`config.mk`:
```
export PLATFORM = sky130hd
export DESIGN_NAME = iul_ram
export DESIGN_NICKNAME = d
export VERILOG_FILES = /design/src/sv/iul_ram.sv
export SDC_FILE = /design/constraint.sdc
export NUM_CORES = 1
export LEC_CHECK = 0
export BUFFER_PORTS_ARGS = -buffer_cell sky130_fd_sc_hd__buf_2
export CAP_MARGIN = 20
export CORE_MARGIN = 5
export CORE_UTILIZATION = 35
export CTS_CLUSTER_SIZE = 16
export DETAILED_ROUTE_END_ITERATION = 8
export PLACE_DENSITY_LB_ADDON = 0.15
export SKIP_LAST_GASP = 1
export SYNTH_ARGS = -nofsm -noshare
export SYNTH_HDL_FRONTEND = slang
export SYNTH_SLANG_ARGS = --single-unit
```
`constraint.sdc`:
```
create_clock -name clk -period 1.5 [get_ports clk]
set_input_delay 0.075 -clock clk [delete_from_list [all_inputs] [get_ports clk]]
set_output_delay 0.075 -clock clk [all_outputs]
set_load 0.1 [all_outputs]
```
`src/sv/iul_ram.sv`:
```
// generic single write port ram with registered read
`timescale 1ns / 1ps
module iul_ram #(
  parameter int WIDTH = 8,
  parameter int DEPTH = 16
) (
  input  logic                     clk,
  input  logic                     we,
  input  logic [$clog2(DEPTH)-1:0] waddr,
  input  logic [WIDTH-1:0]         wdata,
  input  logic [$clog2(DEPTH)-1:0] raddr,
  output logic [WIDTH-1:0]         rdata
);
  logic [WIDTH-1:0] mem [DEPTH];

  // write port and registered read port
  always_ff @(posedge clk) begin
    if (we) begin
      mem[waddr] <= wdata;
    end
    rdata <= mem[raddr];
  end
endmodule

```
== Yosys cells after proc, flatten, opt, wreduce, memory -nomap -nowiden ==
Memory sizes are Yosys's and may differ from the RTL's. A register that Yosys moved wholly into a read port is not among the register bits.
Cells that the tools add are included.
Widths: inputs -> output; s select.
Word-level totals
  register bits: 0
  bits in writable memories: 128
  output and inout port bits: 8
  logic and storage cells: 3
  memories kept: 1
Memories
  mem: words 16, width 8, read ports 1, clocked after Yosys merged registers in 1, write ports 1, RTL line 14  | logic [WIDTH-1:0] mem [DEPTH];
Operators by class
  multiplexer cells: 2
Operators with widths (number)
  $mux 1: 2

== Longest topological paths before layout ==
  word-level depth: 2
  depth in mapped cells: 5
  mapped depth without buffers: 3

== Least setup slack after synthesis ==
OpenSTA, ideal clock, no wires.
  path kind: in2reg
  start point: input port waddr[2]
  end point: memory mem[0][0] (enable)
  library setup time: 0.383 ns
  data arrival time: 1.185 ns
  path slack: -0.068 ns
  stages: 2
  buffers on the path: 0
  path through: or3b_2 -> nor3_1
RTL lines
  start, declared: RTL line 9  | input logic [$clog2(DEPTH)-1:0] waddr,
  end, declared: RTL line 14
Straight into the memory's write port.

==> results.txt <==
Cell Chain, Critical Path - mux4_1 > a22oi_1 > nand2_1
Crit path arrival time - 1.67 ns
Final Cycle Share - 0.929
commonest non-fill, non-tap cell in the layout - edfxtp_1
crit-path max cell delay - 0.50 ns
die width - 131 um
status - complete, no violations
min Tclk post-route - 1.39 ns
DRT Pass-1 Iters - 5
Crit. End Element - register
final RePlAce weighted congestion - 0.681
clk_lat worst skew - 0.41 ns
first-pass GRT wire length - 15.8 mm
Initial DRC Count - 218
number of global-route vias before repair - 2586
largest net degree at the start of global routing - 19
r2r startpoint - mem[0][0]
routed via count - 2403
CP bufs+invs - 0
CTS root buf - clkbuf_16
clock buffer depth - 2
pre-CTS worst setup slack - -0.0820 ns
VDD IR-drop max - 0.000780 V
wirelength, routed - 10.1 mm
post-route cell area - 6170 um2
f_max - 718 MHz
setup violators final - 0
total gr overflow - 0
CP startpoint kind - register
final setup margin - 0.107 ns
hold path depth - 1
register area share after synthesis - 0.778
switch share - 0.213
routed length per instance - 20.9 um
row count - 44
Crit-path slowest cell - mux4_1
WP data required - 1.78 ns
r2r endpoint - rdata[0]
Area Growth Syn to Fin - 20.0%
Die Y - 131 um
hold endpoint - mem[2][4]
Slew headroom - 0.455
Leak - 2.09 nW
hold slack - 0.0513 ns
CTS tree - built
highest-count cells in the layout ignoring fill and taps - edfxtp_1, buf_2, buf_4
flop-to-flop setup slack - 0.11 ns
Post-CTS Setup Bufs - 0
IO buf count - 25
Post-CTS Resized - 0
Post-layout nets - 304
total of max-cap violations - 0
DR vias/cell - 4.96
CP Class - reg2reg
Worst Tran Pin Value - 0.815 ns
clock share of power - 0.429
Pint - 6.71 mW
switching power - 1.81 mW
clock slew at reported path FFs - 0.05 ns
delay-heaviest family, CP - multiplexers
RSZ-0062 raised after global routing - no
hold crit path type - in2reg
PD cells - 1380 nW/um2
synthesis warning total - 0
HP Start - wdata[4]
Flop pwr share - 0.502
final hold vios - 0
detailed-route DRC error count - 0
Total GRT Usage - 0.126
share of layout cells above drive strength 1 - 0.308
Initial Util - 0.356
Core ar. - 14500 um2
Yosys reg bits - 136
Gate Count Post-Synth - 229
# IOs - 26
remaining antenna violation count - 0
r2r worst-path depth - 3
Cell variety after synth - 19
initial antenna violation count - 2
Hold Buf Count CTS - 0
Placed Cells - 451
Finished Layout Cells - 484
Die ar. - 17200 um2
HPWL after detailed placement - 6.76 mm
CTS sink cnt - 136
clk_skew - 0.00737 ns
Avg Cell Area, Syn - 22.5 um2
Cell Area, Synth - 5150 um2
crit path max fanout - 1
dpl cell area - 5640 um2
H-tree depth - 4
Logic pwr share - 0.069
Slew Limit Fails - 0
syn nets - 247
Num CTS Buffers - 17
-- cell families (layout without fill, tap and decap cells) --
family | Yosys count | count (layout) | share of synthesized area
other | 0 | 1 | 0
DFF | 136 | 136 | 0.778
and+or+nand+nor | 35 | 35 | 0.0318
buffers and inverters | 10 | 80 | 0.0168
AOI/OAI and AO/OA | 16 | 16 | 0.0233
muxes | 32 | 32 | 0.150
-- synth_stat cells --
cell type	n	area [um2]
nand2b_1	2	12.5
nor2b_1	1	6.26
buf_4	1	7.51
dfxtp_1	8	160
nor3_1	4	20.0
nand2_1	9	33.8
and2b_1	1	7.51
mux4_1	14	368
nand3_1	1	5.00
a22oi_1	16	120
clkdlybuf4s25_2	3	30.0
nor2_1	13	48.8
or3b_2	1	8.76
edfxtp_1	128	3840
nand3b_1	2	15.0
buf_6	3	33.8
and2_1	1	6.26
buf_2	3	15.0
mux4_2	18	405
-- worst max-delay path by stage --
stage,start,endpoint,cells after the start
global route,mem[0][0],rdata[0],3
detailed placement,raddr[0],rdata[0],5
floorplan,waddr[2],mem[3][0],2
finish,mem[0][0],rdata[0],3
global placement,raddr[0],rdata[0],5
CTS,mem[0][0],rdata[0],3
-- metrics by stage --
| stage | setup TNS, ns | util | total power [mW] |
|---|---|---|---|
| after floorplan | 0 | - | 4.75 |
| after global placement | -0.110 | 0.390 | 4.96 |
| after detailed placement | -0.111 | 0.390 | 4.96 |
| after CTS | 0 | 0.426 | 8.62 |
| after global routing | 0 | 0.426 | 8.86 |
| final | 0 | 0.426 | 8.53 |
-- metal layers --
| metal | up-vias | GRT usage | wire, um |
|---|---|---|---|
| li1 | 1086 | - | - |
| met1 | 1247 | 0.175 | 4790 |
| met2 | 59 | 0.181 | 4680 |
| met3 | 9 | 0.0516 | 554 |
| met4 | 2 | 0.0394 | 98 |
| met5 | - | 0 | 11 |
-- area by class of cell --
type,instances,area (um2)
clock inverter,4,21.3
antenna,1,2.50
multi-input combinational,83,1060
tap,184,230
timing repair buffer,48,348
sequential,136,4000
clock buffer,28,507
fill,1265,8300
-- registers in the layout, summed over array words and instances, names as in the netlist --
signal and cells:
mem 128, rdata 8
-- power groups by stage --
stage	clock network [mW]	logic (mW)	registers, mW
2_1_floorplan	0	0.216	4.53
3_3_place_gp	0	0.599	4.36
3_5_place_dp	0	0.599	4.36
4_1_cts	3.74	0.600	4.28
5_1_grt	3.96	0.623	4.29
6_report	3.66	0.586	4.28
Note: power is estimated with default switching activity, not from simulation.
