===== src/sv/iul_pkg.sv =====
// package with shared constants and types for the interval union length block
`timescale 1ns / 1ps
package iul_pkg;

  localparam int MAX_INTERVALS_DEF = 1024;
  localparam int COORD_BITS_DEF    = 31;
  localparam int LEN_BITS          = 31;
  localparam int QUEUE_DEPTH       = 2;

  // back end sequencer states
  typedef enum logic [3:0] {
    B_IDLE,
    B_BLK,
    B_LDA,
    B_LDB,
    B_CAPB,
    B_MERGE,
    B_WAITA,
    B_WAITB,
    B_SWRD,
    B_SWEX,
    B_OUT
  } back_state_t;

endpackage


===== src/sv/iul_queue.sv =====
// short fifo carrying set descriptors from front end to back end
`timescale 1ns / 1ps
module iul_queue #(
  parameter int WIDTH = 8
) (
  input  logic             clk,
  input  logic             rst_n,
  input  logic             push,
  input  logic [WIDTH-1:0] push_data,
  output logic             not_full,
  input  logic             pop,
  output logic [WIDTH-1:0] pop_data,
  output logic             not_empty
);
  localparam int PW = $clog2(iul_pkg::QUEUE_DEPTH);

  logic [WIDTH-1:0] slot_r [iul_pkg::QUEUE_DEPTH];
  logic [PW-1:0]    wp_r, wp_nxt, rp_r, rp_nxt;
  logic [PW:0]      cnt_r, cnt_nxt;

  assign not_full  = (cnt_r != (PW+1)'(iul_pkg::QUEUE_DEPTH));
  assign not_empty = (cnt_r != '0);
  assign pop_data  = slot_r[rp_r];

  // pointer and count update
  always_comb begin
    wp_nxt  = wp_r;
    rp_nxt  = rp_r;
    cnt_nxt = cnt_r;
    if (push && not_full) begin
      wp_nxt = wp_r + 1'b1;
    end
    if (pop && not_empty) begin
      rp_nxt = rp_r + 1'b1;
    end
    if ((push && not_full) && !(pop && not_empty)) begin
      cnt_nxt = cnt_r + 1'b1;
    end else if (!(push && not_full) && (pop && not_empty)) begin
      cnt_nxt = cnt_r - 1'b1;
    end
  end

  always_ff @(posedge clk) begin
    if (!rst_n) begin
      wp_r  <= '0;
      rp_r  <= '0;
      cnt_r <= '0;
    end else begin
      wp_r  <= wp_nxt;
      rp_r  <= rp_nxt;
      cnt_r <= cnt_nxt;
    end
  end

  // storage
  always_ff @(posedge clk) begin
    if (push && not_full) begin
      slot_r[wp_r] <= push_data;
    end
  end
endmodule


===== config.mk =====
export PLATFORM = sky130hd
export DESIGN_NAME = iul_queue
export DESIGN_NICKNAME = d
export VERILOG_FILES = /design/src/sv/iul_pkg.sv /design/src/sv/iul_queue.sv
export SDC_FILE = /design/constraint.sdc
export NUM_CORES = 1
export LEC_CHECK = 0
export BUFFER_PORTS_ARGS = -buffer_cell sky130_fd_sc_hd__buf_2
export CAP_MARGIN = 20
export CORE_MARGIN = 4
export CORE_UTILIZATION = 25
export CTS_CLUSTER_DIAMETER = 30
export DETAILED_ROUTE_END_ITERATION = 6
export PLACE_DENSITY = 0.48
export SYNTH_ARGS = -nofsm -noshare
export SYNTH_HDL_FRONTEND = slang
export SYNTH_SLANG_ARGS = --single-unit

===== constraint.sdc =====
create_clock -name clk -period 1.46 [get_ports clk]
set_clock_uncertainty 0.1 [all_clocks]
set_input_delay 0.073 -clock clk [delete_from_list [all_inputs] [get_ports clk]]
set_output_delay 0.073 -clock clk [all_outputs]
set_load 0.02 [all_outputs]

* Word level (Yosys, flattened, before mapping)
Memory sizes are Yosys's and may differ from the RTL's. A register that Yosys moved wholly into a read port is not among the register bits.
Cells that the tools add are included.
** Word-level totals
- Word-level logic and storage cells :: 23
- Output and inout bits :: 10
- Memories kept :: 1
- Input port bits :: 12
- Bits in read-only memories :: 0
- Bits in writable memories :: 16
- Bits in registers :: 4
- Latch bits :: 0
** Operators by class
- Shifts and indexed selects :: 0
- $mul :: 0
- Mux-type cells :: 6
- Order comparisons :: 0
- Reduce and logical (&&, ||, !) cells :: 8
- Bitwise logic cells :: 0
- Add/sub/neg operators :: 4
- Divide/modulo/power cells :: 0
- Eq/ne operators :: 1
** Memory list
- slot_r :: words 2, bits a word 8, read ports 1, clocked after Yosys merged registers in 1, write ports 1, line iul_queue.sv:17 : logic [WIDTH-1:0] slot_r [iul_pkg::QUEUE_DEPTH];
** Operators by type and width (number)
- logical AND 1 bit :: 4
- 2-to-1 mux 1 bit :: 4
- 2-to-1 mux 2 bit :: 2
- nonzero test 2 bit :: 2
- adder 1 bit (second input constant) :: 2
- adder 2 x 1 -> 2 bit (second input constant) :: 1
- zero test 1 bit :: 2
- inequality test 2 bit (second input constant) :: 1
- subtractor 2 x 1 -> 2 bit (second input constant) :: 1

* Depth between registers and ports, before layout
- Word-level depth :: 6
- Mapped depth :: 6
- Mapped depth without buffers :: 6

* Worst setup path after synthesis
Ideal clock, no wire load.
- Path type :: register to register
- Start :: register cnt_r[0]
- End :: register cnt_r[1]
- Stages on the path, launching flop included :: 6
- Arrival :: 1472 ps
- Slack :: -182 ps
- Library setup time :: 70 ps
- Data required time :: 1290 ps
- Buffers on the path :: 0
- Period minus slack after synthesis :: 1642 ps
- Path through :: dfxtp_1 nand2b_4 and2_1 ha_1 or3_1 a21oi_1
** Between the ends
- Cells in the longest elaborated chain, start to end :: 5
- Elaborated cells between the ends (all ways) :: 13
- Those cells by class :: add/sub (2); eq/ne (1); mux (2); reduce/logical (8)
** Ends and longest elaborated chain
- start, declared :: line iul_queue.sv:19 : logic [PW:0] cnt_r, cnt_nxt;
- start signal, assigned :: line iul_queue.sv:51 : cnt_r <= cnt_nxt;
- inequality test 2 bit (*) :: line iul_queue.sv:21 : assign not_full = (cnt_r != (PW+1)'(iul_pkg::QUEUE_DEPTH));
- via not_full :: line iul_queue.sv:10 : output logic not_full,
- logical AND 1 bit (*) :: line iul_queue.sv:36, iul_queue.sv:38
- zero test 1 bit :: line iul_queue.sv:38 : end else if (!(push && not_full) && (pop && not_empty)) begin
- logical AND 1 bit :: line iul_queue.sv:38
- nonzero test 2 bit (no line)
Mark *: on every way through the listed nets, which the timed path passes. The rest lies on a longest branch. The select of a mux whose other input is x is not followed.
A chain may end at the register's enable or synchronous reset.

* Final worst setup path
- Start :: register cnt_r[0]
- End :: register cnt_r[1]
** Between the ends
- Cells in the longest elaborated chain, start to end :: 5
- Elaborated cells between the ends (all ways) :: 13
- Those cells by class :: add/sub (2); eq/ne (1); mux (2); reduce/logical (8)
** Ends and longest elaborated chain
- parallel branches: the longest is 5 deep, another holds subtractor 2 x 1 -> 2 bit
Parallel ways; which one is timed is not known. The select of a mux whose other input is x is not followed.

==> impl_metrics.yaml <==
status:
  status: "finished, violations left"
  violations: "negative setup slack"
global_route:
  grt_pass1_wl_um: 2440
  grt_max_degree: 13
  met1_usage: 0.0802
  met3_usage: 0.0381
  first_global_vias: 547
  busiest_layer: "met2"
  grtUsageTotal: 0.0775
  antenna_found_initial: 0
  overflow: 0
  use_met2: 0.133
detailed_routing:
  wl_um: 1530
  dr.pass1.iters: 2
  wire_per_inst_um: 11.3
  drc: 0
  viasPerCell: 4.02
  drt_iter0_markers: 18
  vias: 543
  drtAntennaViolNets: 0
sta:
  slew_violations: 0
  timing.final.ws_setup_ns: -0.0851
  finalCritPeriodShare: 1.06
  finalSetupViolCount: 1
  timing.fmax_ghz: 0.647
  relSlewSlack: 0.851
  post-route-min-period_ns: 1.55
  rsz0062_at_grt: "yes"
  hold_viol: 0
  worst_pin_slew_ns: 0.223
  finalSetupTns_ns: -0.0851
clock_network:
  cts_buffers: 3
  cts_tree: "built"
  cts.sinks: 21
  clk_path_buf_depth: 2
  root_buffer: "clkbuf_4"
  clk_latency_ns: 0.30
  ctsHtreeMaxLevel: 1
  path_clk_slew_ns: 0.11
critical_path:
  r2r_setup_slack_ns: -0.09
  cp.required_ns: 1.59
  worstSetupStartpointType: "flip-flop"
  worstPathMaxFanout: 4
  r2r-end: "cnt_r[1]"
  startpoint: "cnt_r[0]"
  worst-setup-path-type: "reg -> reg"
  arrival_ns: 1.67
  r2r_start: "cnt_r[0]"
  r2r_cells: 6
  crit_path_end_kind: "flip-flop"
synthesis:
  synth_fp_nets: 63
  synth_seq_cells: 21
  yosysTopAreaCell: "edfxtp_1"
  yosysSeqAreaShare: 0.717
  syn_avg_cell_area_um2: 16.2
  netlist-cell-type-count: 17
  synth_cells: 50
  synth_top_area_frac: 0.594
  synthTopCellsByArea: "edfxtp_1 (59%), dfxtp_1 (12%), mux2_2 (11%)"
  ys_warn_count: 0
  syn_area_um2: 810
power:
  p_seq_frac: 0.443
  p_comb_frac: 0.416
  p_clk_frac: 0.141
  power.leakage_uw: 0.000486
  p_sw_uw: 615
  power_density_nw_per_um2: 1600
  p_int_uw: 1330
  swShare: 0.317
  worst_ir_drop_vdd_mv: 0.889
final_layout:
  layout.nets: 105
  diodes: 0
  area_growth_pct: 49.6
  stdcell_area_um2: 1210
  drive_gt1_frac: 0.549
floorplanning:
  die-area_um2: 4210
  coreArea_um2: 3080
  dieWidth_um: 64.9
  rows: 20
  ios: 22
  start_util: 0.263
  die_h_um: 64.9
place:
  dp_hpwl_um: 1040
  dpl_cell_area_um2: 1040
  portBuffers: 21
  gp_congestion: 0.694
run:
  max-cap-violations: 0
worst_hold_path:
  hold_path_depth: 5
  holdPathEnd: "rp_r"
  min_path_type: "in -> reg"
  min-delay-start: "pop"
==> cell usage after synthesis (all sizes together) <==
library cell and n:
mux2 8, edfxtp 16, a21bo 1, ha 1, a21oi 2, inv 2
and3 1, and2 1, nand3b 1, or3 1, nor2 3, buf 1
or2 1, nand2b 1, dfxtp 5, o21ai 2, xor2 3
==> kinds of logic after synthesis <==
group,after synthesis,synth area share
buffers and inverters,3,0.0155
multiplexers,8,0.111
XOR/XNOR,3,0.0325
adder cells (fa/ha/maj),1,0.0155
flip-flops,21,0.717
AND/OR/NAND/NOR,9,0.0711
AO/OA/AOI/OAI,5,0.0371
==> worst max-delay path by stage <==
stage	end	slack [ns]	cells past startpoint
2_1_floorplan	cnt_r[1]	-0.04	6
3_3_place_gp	cnt_r[1]	-0.06	4
3_5_place_dp	cnt_r[1]	-0.05	4
4_1_cts	cnt_r[1]	-0.07	6
5_1_grt	cnt_r[1]	-0.12	6
6_report	cnt_r[1]	-0.09	6
==> per-layer routing <==
metal,vias up,share of wire,routed length (µm)
li1,265,-,-
met1,258,0.44,669
met2,16,0.47,724
met3,4,0.071,109
met4,0,0.014,22
met5,-,0,0
==> stage by stage <==
step / setup WS (ns) / util / hold WS [ns] / total power, µW / instances
CTS: -0.0713 / 0.381 / 0.137 / 1870 / 134
global route: -0.121 / 0.393 / 0.185 / 2060 / 135
global placement: -0.0569 / 0.337 / 0.163 / 1550 / 120
detailed placement: -0.0468 / 0.337 / 0.170 / 1560 / 120
finish: -0.0851 / 0.393 / 0.144 / 1940 / 135
floorplan: -0.0373 / - / 0.0719 / 1280 / 50
==> flip-flops by register name, indices dropped and copies added, names as in the netlist, named ones only <==
signal and flops:
slot_r 16, cnt_r 2, rp_r 1, wp_r 1
==> power by group through the flow <==
| stage | logic, µW | registers (µW) | clock network [µW] |
|---|---|---|---|
| after floorplan | 466 | 816 | 0 |
| after global placement | 696 | 851 | 0 |
| final | 807 | 860 | 275 |
| after detailed placement | 703 | 856 | 0 |
| after CTS | 732 | 853 | 289 |
| after global routing | 870 | 877 | 312 |
==> worst max-delay path, cell delays in order (launching register included) <==
cell and delay [ns]:
dfxtp_4 0.37, nand2b_4 0.14, and2_4 0.14, ha_4 0.15, xor2_1 0.14, or3_1 0.30, a21oi_1 0.14
==> repair_timing <==
item	4_1_cts	5_1_grt
pin swaps	0	2
setup endpoints to repair	9	5
gates resized for setup	3	11
buffers inserted	0	1
hold buffers	10	0
hold endpoints to repair	21	0
==> final cells by class <==
cell class                      instances  area, µm²
Multi-Input combinational cell         26        244
Fill cell                             309       1870
Sequential cell                        21        589
Inverter                                2       7.51
Clock buffer                            3       22.5
Timing Repair Buffer                   38        288
Tap cell                               44       55.1
Clock inverter                          1       5.00
==> cells in the final DEF, fill, tap and decap left out, drive strengths merged <==
| cell | Yosys | layout |
|---|---|---|
| clkbuf | 0 | 3 |
| ha | 1 | 1 |
| buf | 1 | 28 |
| a21oi | 2 | 2 |
| and2 | 1 | 1 |
| mux2 | 8 | 8 |
| nor2 | 3 | 3 |
| clkinv | 0 | 1 |
| inv | 2 | 2 |
| or2 | 1 | 1 |
| or3 | 1 | 1 |
| dfxtp | 5 | 5 |
| a21bo | 1 | 1 |
| and3 | 1 | 1 |
| nand2b | 1 | 1 |
| o21ai | 2 | 2 |
| nand3b | 1 | 1 |
| edfxtp | 16 | 16 |
| xor2 | 3 | 3 |
| dlygate4sd3 | 0 | 10 |
No activity file was read; power rests on OpenSTA's default activity.
