--- config.mk ---
export PLATFORM = sky130hd
export DESIGN_NAME = iul_front_flat
export DESIGN_NICKNAME = d
export VERILOG_FILES = /design/src/sv/iul_pkg.sv /design/src/sv/iul_if.sv /design/src/sv/iul_front.sv /design/src/flat_wrapper.sv
export SDC_FILE = /design/constraint.sdc
export NUM_CORES = 1
export LEC_CHECK = 0
export BUFFER_PORTS_ARGS = -buffer_cell sky130_fd_sc_hd__buf_4
export CAP_MARGIN = 20
export CORE_MARGIN = 10
export CORE_UTILIZATION = 37
export CTS_CLUSTER_DIAMETER = 200
export CTS_CLUSTER_SIZE = 12
export DETAILED_ROUTE_END_ITERATION = 10
export GPL_ROUTABILITY_DRIVEN = 1
export HOLD_SLACK_MARGIN = 0.02
export PLACE_DENSITY = 0.87
export REMOVE_ABC_BUFFERS = 1
export SYNTH_ARGS = -nofsm -noshare
export SYNTH_HDL_FRONTEND = slang
export SYNTH_SLANG_ARGS = --single-unit
--- constraint.sdc ---
create_clock -name clk -period 4.54 [get_ports clk]
set_input_delay 0.681 -clock clk [delete_from_list [all_inputs] [get_ports clk]]
set_output_delay 0.681 -clock clk [all_outputs]
set_load 0.05 [all_outputs]
--- src/sv/iul_pkg.sv ---
// package with shared constants and types for the interval union length block
`timescale 1ns / 1ps
package iul_pkg;

  localparam int MAX_INTERVALS_DEF = 1024;
  localparam int COORD_BITS_DEF    = 31;
  localparam int LEN_BITS          = 31;
  localparam int QUEUE_DEPTH       = 2;

  // back end sequencer states
  typedef enum logic [3:0] {
    B_IDLE,
    B_BLK,
    B_LDA,
    B_LDB,
    B_CAPB,
    B_MERGE,
    B_WAITA,
    B_WAITB,
    B_SWRD,
    B_SWEX,
    B_OUT
  } back_state_t;

endpackage

--- src/sv/iul_if.sv ---
// channel interfaces for interval input and result output
`timescale 1ns / 1ps
interface iul_in_if #(
  parameter int COORD_BITS = iul_pkg::COORD_BITS_DEF
);
  logic                  valid;
  logic                  ready;
  logic [COORD_BITS-1:0] left_end;
  logic [COORD_BITS-1:0] right_end;
  logic                  is_last;
  modport source (output valid, left_end, right_end, is_last, input ready);
  modport sink (input valid, left_end, right_end, is_last, output ready);
endinterface


--- src/sv/iul_front.sv ---
// front end: accepts intervals, writes them into the store, closes each set
`timescale 1ns / 1ps
module iul_front #(
  parameter int MAX_INTERVALS = iul_pkg::MAX_INTERVALS_DEF,
  parameter int COORD_BITS    = iul_pkg::COORD_BITS_DEF
) (
  input  logic                             clk,
  input  logic                             rst_n,
  iul_in_if.sink                           in_chan,
  output logic                             wr_en,
  output logic [$clog2(MAX_INTERVALS)-1:0] wr_addr,
  output logic [2*COORD_BITS-1:0]          wr_data,
  output logic                             q_push,
  output logic [$clog2(MAX_INTERVALS+1):0] q_data,
  input  logic                             q_not_full,
  input  logic                             set_done
);
  localparam int AW    = $clog2(MAX_INTERVALS);
  localparam int CNT_W = $clog2(MAX_INTERVALS + 1);

  logic             hold_r, hold_nxt;
  logic [CNT_W-1:0] count_r, count_nxt;
  logic             ovf_r, ovf_nxt;
  logic             accept, room;
  logic [CNT_W-1:0] count_inc;

  assign in_chan.ready = !hold_r && q_not_full;
  assign accept        = in_chan.valid && in_chan.ready;
  assign room          = (count_r < CNT_W'(MAX_INTERVALS));
  assign count_inc     = room ? count_r + 1'b1 : count_r;

  // store write
  assign wr_en   = accept && room;
  assign wr_addr = count_r[AW-1:0];
  assign wr_data = {in_chan.left_end, in_chan.right_end};

  // descriptor of a finished set
  assign q_push = accept && in_chan.is_last;
  assign q_data = {ovf_r || !room, count_inc};

  // count, overflow and hold until back end is done with the store
  always_comb begin
    count_nxt = count_r;
    ovf_nxt   = ovf_r;
    hold_nxt  = hold_r;
    if (set_done) begin
      hold_nxt = 1'b0;
    end
    if (accept) begin
      if (in_chan.is_last) begin
        count_nxt = '0;
        ovf_nxt   = 1'b0;
        hold_nxt  = 1'b1;
      end else begin
        count_nxt = count_inc;
        ovf_nxt   = ovf_r || !room;
      end
    end
  end

  always_ff @(posedge clk) begin
    if (!rst_n) begin
      hold_r  <= 1'b0;
      count_r <= '0;
      ovf_r   <= 1'b0;
    end else begin
      hold_r  <= hold_nxt;
      count_r <= count_nxt;
      ovf_r   <= ovf_nxt;
    end
  end
endmodule

--- src/flat_wrapper.sv ---
// flat-port wrapper written by rule: the top's interface ports become plain ports
module iul_front_flat 
#(
  parameter int MAX_INTERVALS = iul_pkg::MAX_INTERVALS_DEF,
  parameter int COORD_BITS    = iul_pkg::COORD_BITS_DEF
)
  (clk, rst_n, wr_en, wr_addr, wr_data, q_push, q_data, q_not_full, set_done, in_chan_valid, in_chan_left_end, in_chan_right_end, in_chan_is_last, in_chan_ready);
  iul_in_if #(.COORD_BITS(COORD_BITS)) in_chan_i ();
  input  logic clk;
  input  logic rst_n;
  output logic wr_en;
  output logic [$clog2(MAX_INTERVALS)-1:0] wr_addr;
  output logic [2*COORD_BITS-1:0] wr_data;
  output logic q_push;
  output logic [$clog2(MAX_INTERVALS+1):0] q_data;
  input  logic q_not_full;
  input  logic set_done;
  input wire logic [$bits(in_chan_i.valid)-1:0] in_chan_valid;
  input wire logic [$bits(in_chan_i.left_end)-1:0] in_chan_left_end;
  input wire logic [$bits(in_chan_i.right_end)-1:0] in_chan_right_end;
  input wire logic [$bits(in_chan_i.is_last)-1:0] in_chan_is_last;
  output wire logic [$bits(in_chan_i.ready)-1:0] in_chan_ready;
  assign in_chan_i.valid = in_chan_valid;
  assign in_chan_i.left_end = in_chan_left_end;
  assign in_chan_i.right_end = in_chan_right_end;
  assign in_chan_i.is_last = in_chan_is_last;
  assign in_chan_ready = in_chan_i.ready;
  iul_front #(.MAX_INTERVALS(MAX_INTERVALS), .COORD_BITS(COORD_BITS)) u_core (.clk(clk), .rst_n(rst_n), .in_chan(in_chan_i), .wr_en(wr_en), .wr_addr(wr_addr), .wr_data(wr_data), .q_push(q_push), .q_data(q_data), .q_not_full(q_not_full), .set_done(set_done));
endmodule
# [Word level (Yosys, flattened, before mapping)]
# Index checks and enable logic that the tools add are counted.
[word_totals] out_inout_bits=87 regBits=13 elab_cells=18 in_bits=68
[classes] reduce_logical=7 mux=6 n_lt_le_gt_ge=1 add_sub_neg=1
[ops] op="$mux W11" count=2
[ops] op="$add A11 B1 Y11 const B" count=1
[ops] op="$lt A11 B11 Y1 const B" count=1
[ops] op="$logic_and A1 B1 Y1" count=4
[ops] op="$mux W1" count=4
[ops] op="$logic_not A1 Y1" count=2
[ops] op="$logic_or A1 B1 Y1" count=1

# [Logic depth before layout (Yosys ltp)]
# Gate-level depths: netlist (run 1).
[logic_depth] word_depth=4 mapped_depth=6 mapped_depth_nobuf=5

# [Worst setup path before layout (run 1)]
# OpenSTA, ideal clock, no wires.
[synth_path] path_kind="flip-flop to output port" startpoint="reg u_core.count_r[0]" endpoint="out q_data[6]" path_stages_with_launch=6 arrival_time_ns=1.850 required_ns=3.859 setup_slack_ns=2.009 cell_sequence="dfxtp_1 > ha_1 > and3b_2 > buf_2 > nand4_1 > xnor2_1"
[synth_between] elab_chain_len=2
[synth_lines] element="start, declared" line_no="iul_front.sv:22" rtl="logic [CNT_W-1:0] count_r, count_nxt;"
[synth_lines] element="start signal, assigned" line_no="iul_front.sv:68" rtl="count_r <= count_nxt;"
[synth_lines] element="$add A11 B1 Y11 or $lt A11 B11 Y1 (tied branches)" line_no="iul_front.sv:30, iul_front.sv:29"
[synth_lines] element="$mux W11 *" line_no="iul_front.sv:30" rtl="assign count_inc = room ? count_r + 1'b1 : count_r;"
[synth_lines] element="end, declared" line_no="flat_wrapper.sv:15" rtl="output logic [$clog2(MAX_INTERVALS+1):0] q_data;"
# Every way passes the cells marked *; elsewhere a longest branch is shown, timed or not.

# [Final worst setup path (run 1)]
[layout_path] startpoint="reg u_core.count_r[3]" endpoint="out q_data[9]"
# Same word-level chain as after synthesis.

==> run summary, run 1 <==
WP buf/inv -> 1
HP Class -> flip-flop to flip-flop
DR vias -> 948
Final nets -> 194
Post-CTS Setup Bufs -> 0
critical path required time -> 3860 ps
crit-path max FO -> 11
register area share after synthesis -> 18.9%
slowest CP cell -> dfxtp_1
WL/cell -> 39.5 um
Seq pwr share -> 45.3%
CP startpoint kind -> flip-flop
clock latency at the later pin of the worst-skew pair -> 250 ps
first-pass GRT wire length -> 8730 um
Residual DRC -> 0
clk sinks -> 13
RSZ-0062 raised after global routing -> false
Least-Margin Pin Slew -> 417 ps
element type at the critical path end -> output pin
vias in the first global route -> 970
core region area -> 0.00363 mm^2
CTS max path bufs -> 2
Routability Congestion -> 0.844
Largest stage delay, worst path -> 530 ps
post-layout min period -> 2470 ps
Final HPWL DP -> 6100 um
crit share post-route -> 54.4%
Synth Flop Type -> dfxtp_1
fmax -> 405 MHz
area share of the largest cell type after synthesis -> 41.0%
htree depth -> 1
Sw Pwr -> 67.7 uW
Max Slew Vio Count -> 0
Clk network pwr share -> 42.1%
Yosys top cell by area -> buf_4
DR pass1 iterations -> 4
PortBufs -> 30
cts bufs inserted -> 3
total wire length -> 6790 um
post-place instance area -> 0.00106 mm^2
Ports -> 155
Post-Syn Area -> 0.00137 mm^2
synthesis-stage register bit count -> 13
largest net degree at the start of global routing -> 15
status -> finished, final reports clean
critical path arrival -> 1790 ps
Comb pwr share -> 12.6%
Clk pin slew, worst setup/hold paths -> 60 ps
total power -> 256 uW
Routed Antenna Nets -> 0
synth warn -> 0
CP Class -> flip-flop to output pin
Starting Density -> 37.8%
Worst slew margin -> 72.1%
share of cells above drive strength 1 -> 32.3%
initial antenna violation count -> 0
ranking of synthesized cells by area -> buf_4 (41%), dfxtp_1 (19%), xnor2_1 (4.5%)
Layout area overhead -> -19.2%
die area -> 0.00655 mm^2
die extent in y -> 80.9 um
DR vias/cell -> 5.51
CTS resizes -> 0
n_diodes -> 0
average cell area after synthesis -> 8.03 um^2
power per cell area -> 231 mW/mm^2
Die X-Extent -> 80.9 um
crit path cell chain -> and4_1 > nand2_4 > nor2_1 > xor2_1 > buf_4
Synth cell types -> 38
delay-heaviest family, CP -> simple AND/OR/NAND/NOR gates
leakage -> 0.000481 uW
Post-Synthesis Cells -> 171
Max IR drop VDD -> 0.000103 V
Post-synth top cells -> buf_4 (75), dfxtp_1 (13), o21ai_0 (8), xnor2_1 (7)
drt first-iter violations -> 49
final setup violation count -> 0
Final Hold Fails -> 0
Total GRT Usage -> 20.0%
CTS root buffer -> clkbuf_8
fin area -> 0.00111 mm^2
CTS tree -> yes
hold_buf cts -> 0
Sw Share -> 26.4%
Fin Setup TNS -> 0 ps
# rows -> 22
Post-synth EDFFs -> 0
skew final -> 1.60 ps
gr ovfl total -> 0
Async SR Flop Fraction -> 0%
count leader, synth -> buf_4
P_int -> 188 uW
Max Cap Violations -> 0
-- power groups by stage --
stage               Clock (uW)  Sequential [uW]  Combinational, uW
floorplan                    0              120               17.4
global placement             0              118               31.6
detailed placement           0              118               32.3
CTS                        109              116               32.4
global route               115              116               35.1
finish                     108              116               32.3
-- cells by family after synthesis --
group           synth area share (%)
flops                           18.9
buf+inv                         43.5
fa+ha+maj                      0.911
compound gates                  12.9
mux                            0.820
simple gates                    17.1
xor+xnor                        5.74
-- metrics by stage --
step / cells / setup WS [ps] / hold WS, ps / utilization (%)
after floorplan: 90 / 1660 / 429 / -
after global placement: 168 / 2370 / 448 / 29.3
after detailed placement: 168 / 2340 / 501 / 29.3
after CTS: 172 / 2060 / 517 / 30.5
after global routing: 172 / 1950 / 533 / 30.5
final: 172 / 2070 / 510 / 30.5
-- cells in the final DEF (no fill, tap or decap), types with 2 or more instances in the layout --
master	Yosys	routed
a21boi_0	6	6
nor2b_1	3	3
buf_4	75	30
o21ai_0	8	8
or3_1	5	5
nand3b_1	2	2
a21oi_1	3	3
a21boi_1	2	2
nor2_1	4	4
xor2_1	2	2
nand2_1	6	6
dfxtp_1	13	13
nand2b_1	3	3
clkbuf_8	0	3
nand3_1	3	3
a31oi_1	3	3
and2_1	2	2
xnor2_1	7	7
-- registers in the layout (all words and copies together) (netlist names) --
register and count:
u_core.count_r 11, u_core.hold_r 1, u_core.ovf_r 1
-- cell type report --
| type | count | area [um^2] |
|---|---|---|
| Fill cell | 405 | 2520 |
| Multi-Input combinational cell | 76 | 515 |
| Sequential cell | 13 | 260 |
| Timing Repair Buffer | 30 | 225 |
| Tap cell | 48 | 60.1 |
| Clock buffer | 4 | 45.0 |
| Inverter | 1 | 3.75 |
-- worst reg2reg max path, delay by kind of cell (launching register included) --
family          cells  cell delay, ps
compound gates      1             120
flops               1             530
simple gates        3            1030
-- routing by layer --
layer	wire length, um	track usage (%)	share of wire, %	up-vias
li1	-	-	-	403
met1	1610	13.5	24	402
met2	2570	26.8	38	138
met3	2560	35.1	38	5
met4	50	4.15	0.74	0
met5	0	0	0	-
-- final timing paths --
kind / end / from / depth (start not counted) / slack [ps]
min: u_core.ovf_r / u_core.ovf_r / 2 / 510
max reg2reg: u_core.count_r[9] / u_core.count_r[3] / 4 / 2800
max: q_data[9] / u_core.count_r[3] / 5 / 2070
min reg2reg: u_core.ovf_r / u_core.ovf_r / 2 / 510
(Power assumes the default switching activity.)
==> run 2: changes to the inputs <==
ABC_AREA = 1   (was default)
CORE_UTILIZATION = 31   (was 37)
PLACE_DENSITY = 0.78   (was 0.87)
clock period = 2.1 ns   (was 4.54 ns; I/O delays follow)
==> run 2 against run 1 <==
Effect of this change:
- sequential power up 120%
- worst setup slack got worse by 1900 ps
- die area increased by 13%
- first-iteration DRC count is 10% higher
- global-route usage down 2.6 points
- wire length grew 2.1%
- synthesized cell count is 9.9% higher
- sequential cell count is the same
- critical path depth rose by 3
- combinational power rose by 110%
- non-clock buffer count unchanged
- worst hold slack worse by 220 ps
==> run summary, run 2 <==
Final nets -> 218 (+12%)
vias in the first global route -> 898 (-7.4%)
final setup violation count -> 0 (unchanged)
Compound-Gate Fraction of Synth Area -> 7.30% (-5.6 points)
crit-path max FO -> 5 (-6)
Post-Synth XOR/XNOR Area -> 1.94% (-3.8 points)
slowest CP cell -> dfxtp_1
Largest stage delay, worst path -> 420 ps (-110 ps)
die area -> 0.00741 mm^2 (+13%)
PortBufs -> 30 (unchanged)
Layout area overhead -> -16.7%
Worst slew margin -> 70.1% (-2.0 points)
Post-CTS Setup Bufs -> 0 (unchanged)
Final Hold Fails -> 0 (unchanged)
Final HPWL DP -> 6330 um (+3.7%)
Routed Antenna Nets -> 0 (unchanged)
Max Cap Violations -> 0 (unchanged)
leading cell type in the layout, fill and taps excluded -> nand2_1
initial antenna violation count -> 0 (unchanged)
area share of the largest cell type after synthesis -> 40.5% (-0.50 points)
Post-synth EDFFs -> 0 (unchanged)
register area share after synthesis -> 19.2% (+0.28 points)
Reg2Reg Setup Slack -> 760 ps (-2040 ps)
max reg flops -> 11 (unchanged)
Synth Flop Type -> dfxtp_1
DR vias -> 972 (+2.5%)
CTS root buffer -> clkbuf_8
# rows -> 23 (+4.5%)
Ports -> 155 (unchanged)
Regs by FF count -> u_core.count_r: 11 flops, u_core.hold_r: 1 flops, u_core.ovf_r: 1 flops
largest net degree at the start of global routing -> 16 (+1)
cts bufs inserted -> 3 (unchanged)
core region area -> 0.00412 mm^2 (+13%)
Fin Setup TNS -> 0 ps (unchanged)
WL/cell -> 35.0 um (-11%)
htree depth -> 1 (unchanged)
critical path arrival -> 1590 ps (-200 ps)
Die X-Extent -> 86.1 um (+6.4%)
power per cell area -> 490 mW/mm^2 (+110%)
Synth Area in Simple Gates -> 25.3% (+8.2 points)
CTS max path bufs -> 2 (unchanged)
gr ovfl total -> 0 (unchanged)
Residual DRC -> 0 (unchanged)
post-synthesis adder-cell area fraction -> 0.924% (+0.013 points)
Hold Slack -> 286 ps (-224 ps)
Total GRT Usage -> 17.4% (-2.6 points)
post-layout min period -> 1910 ps
clock latency at the later pin of the worst-skew pair -> 250 ps (about the same)
ranking of synthesized cells by area -> buf_4 (40%), dfxtp_1 (19%), nand2_1 (11%)
Async SR Flop Fraction -> 0% (unchanged)
Routability Congestion -> 0.819 (-3.0%)
HP Class -> input pin to flip-flop
drt first-iter violations -> 54 (+10%)
Starting Density -> 32.9% (-4.9 points)
hold_buf cts -> 0 (unchanged)
Post-Synthesis Cells -> 188 (+9.9%)
CTS tree -> yes
fillers -> 456 (+13%)
crit share post-route -> 90.7%
skew final -> 2.07 ps (+0.472 ps)
RSZ-0062 raised after global routing -> false
status -> finished, final reports clean
CP Class -> flip-flop to output pin
average cell area after synthesis -> 7.20 um^2 (-10%)
Post-synth top cells -> buf_4 (73), nand2_1 (38), dfxtp_1 (13), inv_1 (10), a21oi_1 (9)
DR pass1 iterations -> 4 (unchanged)
Post-Syn Area -> 0.00135 mm^2 (-1.5%)
Max Slew Vio Count -> 0 (unchanged)
die extent in y -> 86.1 um (+6.4%)
CP startpoint kind -> flip-flop
Max IR drop VDD -> 0.000159 V (+54%)
total wire length -> 6940 um (+2.1%)
n_diodes -> 0 (unchanged)
mux cell area share after synthesis -> 0% (-0.82 points)
clk sinks -> 13 (unchanged)
fmax -> 525 MHz
synth warn -> 0 (unchanged)
crit path cell chain -> ha_1 > nand2_1 > nor2_4 > nand2_1 > nand2_1 > nand2_1 > inv_1 > buf_4
share of cells above drive strength 1 -> 33.8% (+1.5 points)
Least-Margin Pin Slew -> 447 ps (+30.0 ps)
Yosys top cell by area -> buf_4
leakage -> 0.000494 uW (+2.7%)
most frequent cells in the layout -> nand2_1 (38), buf_4 (30), dfxtp_1 (13), inv_1 (10), a21oi_1 (9)
Biggest register -> u_core.count_r
first-pass GRT wire length -> 8490 um (-2.8%)
DR vias/cell -> 4.91 (-11%)
most frequent CP cell -> nand2_1
CTS resizes -> 0 (unchanged)
count leader, synth -> buf_4
Synth cell types -> 29 (-24%)
critical path required time -> 1780 ps (-2080 ps)
main combinational cell family by area after synthesis -> buffers and inverters
synthesis-stage register bit count -> 13 (unchanged)
Clk pin slew, worst setup/hold paths -> 60 ps (about the same)
element type at the critical path end -> output pin
-- run 2: cell families (layout without fill, tap and decap cells) --
family,after synthesis,after routing
fa+ha+maj,1,1
compound gates,16,16
buf+inv,87,47
flops,13,13
xor+xnor,3,3
simple gates,68,68
-- run 2: per-stage QoR --
stage               cell area, um^2  setup slack (ps)  power (uW)  util, %  cells
finish                         1130               195         552     27.4    198
global route                   1130              83.1         573     27.4    198
CTS                            1130               200         553     27.4    198
detailed placement             1080               470         325     26.3    194
global placement               1080               516         324     26.3    194
floorplan                       795              -201         299        -    114
-- run 2: area by class of cell --
cell class / instances / area (um^2) / area share (%)
Clock buffer: 4 / 45.0 / 4.00
Tap cell: 50 / 62.6 / 5.55
Sequential cell: 13 / 260 / 23.1
Inverter: 13 / 53.8 / 4.77
Timing Repair Buffer: 30 / 225 / 20.0
Multi-Input combinational cell: 88 / 480 / 42.6
-- run 2: routing by layer --
metal  wire length [um]  GRT usage [%]  part of all wire, %  up-vias
met3               2880           35.5                   41        4
li1                   -              -                    -      431
met1               1380           9.24                   20      409
met4                 47           3.59                 0.68        0
met5                  0              0                    0        -
met2               2630           22.8                   38      128
-- run 2: worst paths after layout --
path | from | cells past startpoint | to
worst max-delay path | u_core.count_r[0] | 8 | q_data[6]
worst min-delay path | rst_n | 2 | u_core.hold_r
worst max register to register | u_core.count_r[0] | 7 | u_core.count_r[6]
worst min register to register | u_core.ovf_r | 2 | u_core.ovf_r
-- run 2: worst max-delay path, delay by kind of cell (launching register included) --
family	cells	cell delay (ps)
buffers and inverters	2	240
and+or+nand+nor	5	460
DFF	1	420
adders and majority gates	1	220
-- run 2: power breakdown --
group	total, uW	leakage, uW	internal, uW	switching (uW)
Combinational	68.2	0.000366	20.1	48.0
Clock	233	0.0000228	134	99.1
Sequential	251	0.000105	249	2.11
Total	552	0.000494	403	149
==> run 3: changes to the inputs <==
MAX_ROUTING_LAYER = met4   (was default)
==> run 3 against run 2 <==
Effect of this change:
- non-clock buffer count is the same
- critical path depth did not move
- clock power barely moved
- largest cell class unchanged
- via count fell by 0.31%
- critical path type unchanged
- count of clock-buffer cells in the layout is the same
- worst setup slack got worse by 2.6 ps
==> run summary, run 3 (synthesis results as in run 2) <==
crit-path max FO -> 5 (unchanged)
Die X-Extent -> 86.1 um (unchanged)
Biggest register -> u_core.count_r
die area -> 0.00741 mm^2 (unchanged)
CP startpoint kind -> flip-flop
die extent in y -> 86.1 um (unchanged)
leakage -> 0.000494 uW (unchanged)
initial antenna violation count -> 0 (unchanged)
gr ovfl total -> 0 (unchanged)
Final nets -> 218 (unchanged)
cts bufs inserted -> 3 (unchanged)
Final Hold Fails -> 0 (unchanged)
leading cell type in the layout, fill and taps excluded -> nand2_1
hold_buf cts -> 0 (unchanged)
final setup violation count -> 0 (unchanged)
critical path required time -> 1780 ps (about the same)
DP Worst Slack -> 470 ps (unchanged)
Max Slew Vio Count -> 0 (unchanged)
Ports -> 155 (unchanged)
status -> finished, final reports clean
element type at the critical path end -> output pin
post-route core utilization -> 27.4% (unchanged)
Max IR drop VDD -> 0.000158 V (-0.49%)
core region area -> 0.00412 mm^2 (unchanged)
skew final -> 2.82 ps (+0.744 ps)
most frequent cells in the layout -> nand2_1 (38), buf_4 (30), dfxtp_1 (13), inv_1 (10), a21oi_1 (9)
RSZ-0062 raised after global routing -> false
Post-CTS Setup Bufs -> 0 (unchanged)
HP Class -> input pin to flip-flop
DR pass1 iterations -> 4 (unchanged)
total wire length -> 6930 um (-0.13%)
Worst slew margin -> 70.6% (+0.44 points)
critical path arrival -> 1590 ps (about the same)
clk sinks -> 13 (unchanged)
WL/cell -> 35.0 um (-0.13%)
Residual DRC -> 0 (unchanged)
largest net degree at the start of global routing -> 16 (unchanged)
first-pass GRT wire length -> 8470 um (-0.16%)
final non-filler cell total -> 198 (unchanged)
CTS tree -> yes
CTS resizes -> 0 (unchanged)
max reg flops -> 11 (unchanged)
crit share post-route -> 90.8% (+0.13 points)
final setup margin -> 192 ps (-2.63 ps)
Routability Congestion -> 0.831 (+1.5%)
vias in the first global route -> 904 (+0.67%)
Max Cap Violations -> 0 (unchanged)
fmax -> 524 MHz (-0.14%)
dpl cells -> 194 (unchanged)
Total GRT Usage -> 17.9% (+0.47 points)
# rows -> 23 (unchanged)
Final HPWL DP -> 6330 um (unchanged)
clock latency at the later pin of the worst-skew pair -> 250 ps (about the same)
DR vias -> 969 (-0.31%)
share of cells above drive strength 1 -> 33.8% (unchanged)
htree depth -> 1 (unchanged)
Routed Antenna Nets -> 0 (unchanged)
Least-Margin Pin Slew -> 441 ps (-6.58 ps)
total power -> 553 uW (+0.17%)
Starting Density -> 32.9% (unchanged)
DR vias/cell -> 4.89 (-0.31%)
power per cell area -> 491 mW/mm^2 (+0.17%)
CTS root buffer -> clkbuf_8
PortBufs -> 30 (unchanged)
Layout area overhead -> -16.7% (unchanged)
drt first-iter violations -> 55 (+1.9%)
Clk pin slew, worst setup/hold paths -> 60 ps (about the same)
n_diodes -> 0 (unchanged)
post-layout min period -> 1910 ps (+2.63 ps)
CTS max path bufs -> 2 (unchanged)
fillers -> 456 (unchanged)
CP Class -> flip-flop to output pin
Regs by FF count -> u_core.count_r: 11 flops, u_core.hold_r: 1 flops, u_core.ovf_r: 1 flops
-- run 3: cell counts in the layout (fill, tap and decap cells not counted) --
Identical to the previous run, type by type.
-- run 3: final cells by class --
class                   count  area (um^2)  share of cell area (%)
repair buffers             30          225                    20.0
inverters                  13         53.8                    4.77
multi-input cells          88          480                    42.6
well taps                  50         62.6                    5.55
clock buffers               4         45.0                    4.00
flip-flops and latches     13          260                    23.1
-- run 3: worst paths after layout --
check | to | startpoint | slack (ps) | depth (start not counted)
worst max-delay path | q_data[6] | u_core.count_r[0] | 190 | 8
worst min-delay path | u_core.hold_r | rst_n | 290 | 2
worst max register to register | u_core.count_r[6] | u_core.count_r[0] | 750 | 7
worst min register to register | u_core.ovf_r | u_core.ovf_r | 460 | 2
-- run 3: stage by stage --
stage	hold slack, ps	cell area [um^2]	TNS (ps)
after floorplan	432	795	-655
after global placement	444	1080	0
after detailed placement	452	1080	0
after CTS	289	1130	0
after global routing	296	1130	0
final	286	1130	0
-- run 3: report_power, final --
group | switching, uW | internal [uW] | total, uW
logic | 48.1 | 20.1 | 68.2
registers | 2.15 | 248 | 251
clock network | 99.9 | 134 | 234
total | 150 | 403 | 553
-- run 3: critical path, cell delays in order (launching register included) --
cell and delay [ps]:
dfxtp_1 430, ha_1 220, nand2_1 90, nor2_4 180, nand2_1 70, nand2_1 80
nand2_1 50, inv_1 40, buf_4 190
-- run 3: per-layer routing --
layer,track usage (%),wire (um)
met5,-,0
met4,3.59,43
met3,33.8,2810
met2,22.6,2610
met1,10.3,1470
